**config.mk**
```make
export PLATFORM = sky130hd
export DESIGN_NAME = lca_nbr_addr
export DESIGN_NICKNAME = d
export VERILOG_FILES = /design/src/rtl/lca_pkg.sv /design/src/rtl/lca_nbr_addr.sv
export SDC_FILE = /design/constraint.sdc
export NUM_CORES = 1
export LEC_CHECK = 0
export BUFFER_PORTS_ARGS = -buffer_cell sky130_fd_sc_hd__buf_2
export CAP_MARGIN = 5
export CORE_AREA = 2 2 39 41
export DETAILED_ROUTE_END_ITERATION = 8
export DIE_AREA = 0 0 41 43
export GPL_TIMING_DRIVEN = 0
export PLACE_DENSITY = 0.95
export SYNTH_ARGS = -nofsm -noshare
export SYNTH_HDL_FRONTEND = slang
export SYNTH_SLANG_ARGS = --single-unit
```
**constraint.sdc**
```tcl
create_clock -name vclk -period 2.6
set_input_delay 0.39 -clock vclk [all_inputs]
set_output_delay 0.39 -clock vclk [all_outputs]
set_load 0.005 [all_outputs]
```
**src/rtl/lca_pkg.sv**
```systemverilog
// ============================================================================
// lca_pkg - shared definitions for the life automaton count cache
// Item modes, cell word layout and the neighbor visiting order.
// ============================================================================
package lca_pkg;

    // Cell word: bit 0 is the alive bit, bits 4..1 the live-neighbor count.
    localparam int CELL_W  = 5;
    localparam int COUNT_W = 4;
    localparam int MODE_W  = 2;
    localparam int POS_W   = 6;
    localparam int POS_RANGE = 1 << POS_W;

    localparam logic [CELL_W-1:0] COUNT_ONE = 5'h02;

    // Item modes. The unused code behaves as a read.
    localparam logic [MODE_W-1:0] MODE_TOGGLE = 2'd0;
    localparam logic [MODE_W-1:0] MODE_GEN    = 2'd1;
    localparam logic [MODE_W-1:0] MODE_READ   = 2'd2;

    // Survival and birth counts.
    localparam logic [COUNT_W-1:0] KEEP_LO_COUNT = 4'd2;
    localparam logic [COUNT_W-1:0] BIRTH_COUNT   = 4'd3;

    // Update sequence: the center first, then the eight neighbors, then one
    // more step, the flush, to write back the last neighbor.
    localparam int STEP_W = 4;
    localparam logic [STEP_W-1:0] STEP_CENTER    = 4'd0;
    localparam logic [STEP_W-1:0] STEP_FIRST_NBR = 4'd1;
    localparam logic [STEP_W-1:0] STEP_FLUSH     = 4'd9;

    typedef enum logic [1:0] {
        OFS_PREV,
        OFS_SAME,
        OFS_NEXT
    } ofs_t;

    typedef struct packed {
        ofs_t dx;
        ofs_t dy;
    } nbr_ofs_t;

    function automatic nbr_ofs_t nbr_offset(input logic [STEP_W-1:0] step);
        nbr_ofs_t o;
        case (step)
            4'd1:    o = '{dx: OFS_PREV, dy: OFS_PREV};
            4'd2:    o = '{dx: OFS_SAME, dy: OFS_PREV};
            4'd3:    o = '{dx: OFS_NEXT, dy: OFS_PREV};
            4'd4:    o = '{dx: OFS_PREV, dy: OFS_SAME};
            4'd5:    o = '{dx: OFS_NEXT, dy: OFS_SAME};
            4'd6:    o = '{dx: OFS_PREV, dy: OFS_NEXT};
            4'd7:    o = '{dx: OFS_SAME, dy: OFS_NEXT};
            4'd8:    o = '{dx: OFS_NEXT, dy: OFS_NEXT};
            default: o = '{dx: OFS_SAME, dy: OFS_SAME};
        endcase
        return o;
    endfunction

endpackage

```
**src/rtl/lca_nbr_addr.sv**
```systemverilog
// ============================================================================
// lca_nbr_addr - wrapped neighbor address generator
// Turns a center cell and a sequence step into the memory address of the
// center or of one of its eight neighbors on the torus.
// ============================================================================
module lca_nbr_addr import lca_pkg::*; #(
    parameter  int GRID_SIDE = 64,
    localparam int COORD_W   = $clog2(GRID_SIDE)
) (
    input  logic [COORD_W-1:0]   cx,
    input  logic [COORD_W-1:0]   cy,
    input  logic [STEP_W-1:0]    step,
    output logic [2*COORD_W-1:0] addr
);

    localparam logic [COORD_W-1:0] LAST = COORD_W'(GRID_SIDE - 1);

    nbr_ofs_t           ofs;
    logic [COORD_W-1:0] nx;
    logic [COORD_W-1:0] ny;

    function automatic logic [COORD_W-1:0] wrap(input logic [COORD_W-1:0] c,
                                                input ofs_t o);
        logic [COORD_W-1:0] r;
        case (o)
            OFS_PREV: r = (c == '0) ? LAST : c - COORD_W'(1);
            OFS_NEXT: r = (c == LAST) ? '0 : c + COORD_W'(1);
            default:  r = c;
        endcase
        return r;
    endfunction

    assign ofs  = nbr_offset(step);
    assign nx   = wrap(cx, ofs.dx);
    assign ny   = wrap(cy, ofs.dy);
    assign addr = {ny, nx};

endmodule

```
* Yosys cells after proc, flatten, opt, wreduce, memory -nomap -nowiden
Memories as Yosys holds them, arrays and structs flattened.
Index checks and enable logic that the tools add are counted.
** Word-level totals
- Bits in registers :: 0
- ROM bits :: 64
- Input bits :: 16
- Output and inout port bits :: 12
- Word-level logic and storage cells :: 19
- Memories :: 1
** Operators by class
- Add/subtract/negate cells :: 4
- Equality and inequality tests :: 4
- Muxes and demuxes :: 6
- Reductions and logical operators :: 4
** Memory list
- (no name shown) :: depth 16, bits a word 4, rd ports 1, clocked after Yosys merged registers in 0, write ports 0, line lca_pkg.sv:45 : case (step)
** Operators by type and width (number)
- 6-bit 2-to-1 mux :: 4
- 6-bit one-hot mux with 2 select lines :: 2
- 6-bit by 1-bit adder with 6-bit output, second input constant :: 2
- 6-bit equality test, second input constant :: 2
- 6-bit logical NOT :: 2
- 6-bit by 1-bit subtractor with 6-bit output, second input constant :: 2
- 2-bit equality test, second input constant :: 2
- 2-bit logical NOT :: 2

* Depth between registers and ports, before layout
Gate-level depths: netlist of run 1.
- Word-level depth :: 3
- Mapped depth :: 6
- Mapped depth without buffers :: 6

* Worst setup path after synthesis of run 1
OpenSTA, ideal clock, no wires.
- Path kind :: input -> output
- Start point :: input port step[1]
- End point :: output port addr[8]
- Arrival time :: 1647 ps
- Required time :: 2210 ps
- Path slack :: 563 ps
- Stages on the path :: 6
- Buffers on the path :: 1
- Cells stage by stage :: buf_2 > or4b_4 > and2_4 > and2_4 > nor2_2 > xor2_1
** Between the ends
- Word-level cells in the longest chain between the ends :: 3
- Elaborated cells between the ends (all ways) :: 4
- Those cells by class :: 1 x eq/ne; 1 x mux; 1 x reduce/logical; 1 x memory
** RTL lines
- start, declared :: line lca_nbr_addr.sv:12 : input logic [STEP_W-1:0] step,
- memory read 16 x 4 bit (*)
- 2-bit equality test or 2-bit logical NOT (tied branches) :: line lca_nbr_addr.sv:25 : case (o)
- 6-bit one-hot mux with 2 select lines (*) :: line lca_nbr_addr.sv:25
- end, declared :: line lca_nbr_addr.sv:13 : output logic [2*COORD_W-1:0] addr
Every way passes the cells marked *; elsewhere a longest branch is shown, timed or not.

* Worst setup path after layout of run 1
- Start point :: input port step[0]
- End point :: output port addr[3]
Same word-level chain as after synthesis.

==> out/qor.csv, run 1 <==
metric,value,unit
Pwr Density,168,nW/um2
post-route ant nets,0,
worst path arrival time,1980,ps
ranking of synthesized cells by area,"nor2_1 7.8%, ha_1 7.4%, a21oi_1 5.9%",
Nets,155,
"Setup Fix Bufs, Post-CTS",0,
ant diodes,0,
met1 Use GR,0.307,
final setup violation count,0,
Starting Density,0.487,
Clk network pwr share,0,
cell area after synthesis,674,um2
vias in the first global route,775,
average vias per placed instance,6.18,
grt total ovfl,0,
core area,1380,um2
Cells after Synth,110,
Hold Buf Count CTS,0,
share of cells above drive strength 1,0.256,
worst rel slew slack,0.615,
Critical Path End Type,output pin,
Slew Limit Fails,0,
total internal power,0.0595,mW
largest net degree at the start of global routing,11,
Startpoint Class,input port,
Final period util,0.911,
io pins,28,
Synth Area per Inst,6.13,um2
hold_ws,1070,ps
placed insts,149,
crit path time final,2370,ps
Final HPWL DP,1580,um
die height,43,um
die width,41,um
Synth top area share,0.0779,
Yosys top cell by area,nor2_1,
gr usage total,0.237,
# DRC,0,
Post-Route Utilization,0.585,
CP max FO,10,
PortBufs,23,
Final Wtd Congestion,0.869,
Worst VDD drop,71.6,uV
Max-Cap Viols,0,
leak pwr,0.341,nW
vias,921,
dpl cell area,810,um2
Syn Nets,130,
Fillers,149,
Synth-to-Final Area Change,20.0,%
hold violation total from the final report,0,
Net Switching,0.0763,mW
worst endpoint required time,2210,ps
initial antenna violation count,0,
met2 usage,0.413,
fmax,422,MHz
Cell Rows,14,
Switching Fraction,0.562,
WL/cell,12.9,um
post-route insts no fill,149,
Reg power frac,0,
Comb pwr share,1.000,
RSZ-0062 raised after global routing,false,
Unique masters post-synth,43,
Post-Layout Inst Area,810,um2
hold path startpoint,cx[4],
area of the multi-input gates,612,um2
drt pass-1 iters,4,
Setup TNS Final,0,ps
HP Class,in2out,
worst slew pin tran,574,ps
Top Usage Layer GRT,met2,
post-synthesis sequential area ratio,0,
CP Class,in2out,
YS warnings,0,
sequential cells,0,
worst setup path startpoint,step[0],
number of DRC markers in iteration 0,11,
register area,0,um2
die footprint,1760,um2
status,finished clean,
global-route track usage on met3,0.0209,
routed wire length,1920,um
clock buffers,0,
first-pass GRT wire length,3130,um
post-cts resize count,0,
## per-layer routing
metal,part of all wire,vias up
met2,0.52,31
met5,0,-
met3,0.052,0
li1,-,464
met4,0,0
met1,0.43,426
## path summary, 6_finish.rpt
kind      end  slack (ps)  cells after the start
max   addr[3]         230                      7
min   addr[4]        1070                      3
## worst max-delay path: stages
cell     delay [ps]
buf_2           110
buf_2           160
and3_1          200
o31ai_1         460
o21ai_1         140
a221o_1         380
buf_2           130
## kinds of logic after synthesis
kind of cell,count (synthesis),share of synthesized area
and+or+nand+nor,49,0.390
adders and majority gates,4,0.0742
buffers and inverters,14,0.0928
AOI/OAI and AO/OA,39,0.391
xor gates and xnor gates,4,0.0520
## synthesized netlist by cell type (3+ instances only)
library cell   n
ha_1           4
a21oi_1        8
xnor2_1        3
nor3_1         7
nand3_1        4
nor2_1        14
nand2_1        8
o21ai_0        8
inv_1          8
a31oi_1        3
clkbuf_1       3
## cell type report
class / count / area share
tap: 16 / 0.0247
buffer: 6 / 0.0402
inverter: 8 / 0.0371
multi-input combinational: 96 / 0.756
timing repair buffer: 23 / 0.142
## power by group through the flow
stage          sequential, mW  clock [mW]  combinational, mW
5_1_grt                     0           0              0.152
4_1_cts                     0           0              0.135
2_1_floorplan               0           0             0.0837
6_report                    0           0              0.136
3_5_place_dp                0           0              0.134
3_3_place_gp                0           0              0.128
## layout by cell type, fill, tap and decap left out, types with 2 or more instances in the layout
cell      count
and2_4        2
buf_2        25
o21ai_0       8
inv_1         8
ha_1          4
xnor2_1       3
and3_1        2
clkbuf_1      3
nor4_1        2
a31oi_1       3
a21oi_1       8
o21ai_1       2
o22ai_1       2
nand3_1       4
nor3_1        7
nor2_1       14
nand2_1       8
nand3b_1      2
a22oi_1       2
## per-stage QoR
step                      power (mW)  setup slack (ps)
after global placement         0.128               320
after CTS                      0.135               251
after floorplan               0.0837               563
final                          0.136               230
after detailed placement       0.134               252
after global routing           0.152               170
(Power assumes the default switching activity.)
==> inputs of run 2 (changes only) <==
--- a/config.mk
+++ b/config.mk
@@ -7,9 +7,8 @@
 export LEC_CHECK = 0
 export BUFFER_PORTS_ARGS = -buffer_cell sky130_fd_sc_hd__buf_2
 export CAP_MARGIN = 5
-export CORE_AREA = 2 2 39 41
+export CORE_UTILIZATION = 52
 export DETAILED_ROUTE_END_ITERATION = 8
-export DIE_AREA = 0 0 41 43
 export GPL_TIMING_DRIVEN = 0
 export PLACE_DENSITY = 0.95
 export SYNTH_ARGS = -nofsm -noshare
==> constraint.sdc (replaced) <==
create_clock -name vclk -period 2.4
set_input_delay 0.36 -clock vclk [all_inputs]
set_output_delay 0.36 -clock vclk [all_outputs]
set_load 0.005 [all_outputs]
==> run 2 against run 1 <==
Cell area up 0.46%. Die area fell by 18%. Via count grew 2.5%. Combinational power is 9% higher. Critical endpoint unchanged. Wire length down 1.5%. Power rose by 9.1%. Final cell count is 1.3% lower. Largest cell class unchanged. Largest power group unchanged. Utilization is 12 points higher.
==> out/qor.csv, run 2 (synthesized netlist as in run 1, its figures left out) <==
metric,value,unit,change
CP top delay family,compound AO/OA/AOI/OAI gates,,
average vias per placed instance,6.42,,+3.9%
area of the multi-input gates,618,um2,+1.0%
"Setup Fix Bufs, Post-CTS",0,,unchanged
worst path bufs/invs,3,,unchanged
largest net degree at the start of global routing,11,,unchanged
CP dominant cell by count,buf_2,,
Final period util,0.925,,
Crit-path slowest cell,o31ai_1,,
Top Usage Layer GRT,met2,,
hold violation total from the final report,0,,unchanged
vias in the first global route,767,,-1.0%
Synth-to-Final Area Change,20.6,%,
drt pass-1 iters,4,,unchanged
Cell Rows,12,,-2
Final Wtd Congestion,0.956,,+10%
Hold Buf Count CTS,0,,unchanged
HP Class,in2out,,
ant diodes,0,,unchanged
crit path time final,2220,ps,
# DRC,0,,unchanged
fmax,450,MHz,
setup ws final,179,ps,-51.1 ps
worst setup path startpoint,step[0],,
Slew Limit Fails,0,,unchanged
instance count on the critical path,7,,unchanged
WL/cell,12.9,um,-0.17%
share of cells above drive strength 1,0.263,,+0.00752
die height,38.0,um,-12%
Nets,155,,unchanged
Critical Path End Type,output pin,,
die width,38.0,um,-7.3%
Max-Cap Viols,0,,unchanged
Pwr Density,182,nW/um2,+8.6%
"most common cell after layout, fill and taps aside",buf_2,,
Setup TNS Final,0,ps,unchanged
met1 Use GR,0.427,,+0.120
Worst VDD drop,95.6,uV,+34%
worst endpoint required time,2040,ps,-170 ps
io pins,28,,unchanged
post-route ant nets,0,,unchanged
core area,1160,um2,-16%
global-route track usage on met3,0,,-0.0209
number of DRC markers in iteration 0,42,,+31
first-pass GRT wire length,3190,um,+2.2%
Starting Density,0.583,,+0.0960
CP Class,in2out,,
RSZ-0062 raised after global routing,false,,
gr usage total,0.292,,+0.0557
grt total ovfl,0,,unchanged
leak pwr,0.342,nW,+0.41%
final setup violation count,0,,unchanged
Final HPWL DP,1490,um,-5.5%
"commonest cells after routing, fill and taps aside","25 x buf_2, 14 x nor2_1",,
initial antenna violation count,0,,unchanged
register area,0,um2,unchanged
PortBufs,23,,unchanged
Critical Path Sink,addr[3],,
met2 usage,0.496,,+0.0832
status,finished clean,,
crit path cell chain,"buf_2, buf_2, and3_1, o31ai_1, o21ai_1, a221o_1, buf_2",,
clock buffers,0,,unchanged
vias,944,,+2.5%
CP max stage delay,410,ps,-50 ps
CP max FO,10,,unchanged
worst path arrival time,1860,ps,-120 ps
worst rel slew slack,0.616,,about the same
pre-CTS worst setup slack,197,ps,-54.8 ps
Fillers,101,,-32%
worst slew pin tran,573,ps,-0.830 ps
Startpoint Class,input port,,
sequential cells,0,,unchanged
die footprint,1440,um2,-18%
post-cts resize count,0,,unchanged
routed wire length,1890,um,-1.5%
==> run 2: cell counts in the layout (fill, tap and decap cells not counted) <==
Identical to the previous run, type by type.
==> run 2: how the worst min path moves through the flow <==
stage | start | endpoint | depth (start not counted)
2_1_floorplan | cy[0] | addr[6] | 1
3_3_place_gp | cx[4] | addr[4] | 3
3_5_place_dp | cx[4] | addr[4] | 3
4_1_cts | cx[4] | addr[4] | 3
5_1_grt | cx[4] | addr[4] | 3
6_report | cx[4] | addr[4] | 3
==> run 2: power breakdown <==
part	switching [mW]	total, mW	internal [mW]
Sequential	0	0	0
Combinational	0.0833	0.148	0.0648
Clock	0	0	0
==> run 2: cell type report <==
type | instances | share of cell area
plain buffers | 6 | 0.0400
inverters | 8 | 0.0369
multi-input cells | 96 | 0.760
well taps | 14 | 0.0215
repair buffers | 23 | 0.142
==> run 2: worst min-delay path: stages <==
cell     delay (ps)
buf_2           110
xnor2_1          60
buf_2           120
==> run 2: routing by layer <==
metal	routed length, um	up-vias
li1	-	462
met5	0	-
met3	114	0
met4	0	0
met1	882	428
met2	894	54
==> run 2: metrics by stage <==
| stage | total power [mW] | cell area (um2) | hold WS, ps | cells | utilization |
|---|---|---|---|---|---|
| detailed placement | 0.144 | 807 | 1000 | 147 | 0.698 |
| global route | 0.164 | 813 | 1020 | 147 | 0.703 |
| CTS | 0.145 | 807 | 1000 | 147 | 0.698 |
| finish | 0.148 | 813 | 1000 | 147 | 0.703 |
| floorplan | 0.0906 | 674 | 771 | 110 | - |
| global placement | 0.139 | 807 | 999 | 147 | 0.698 |
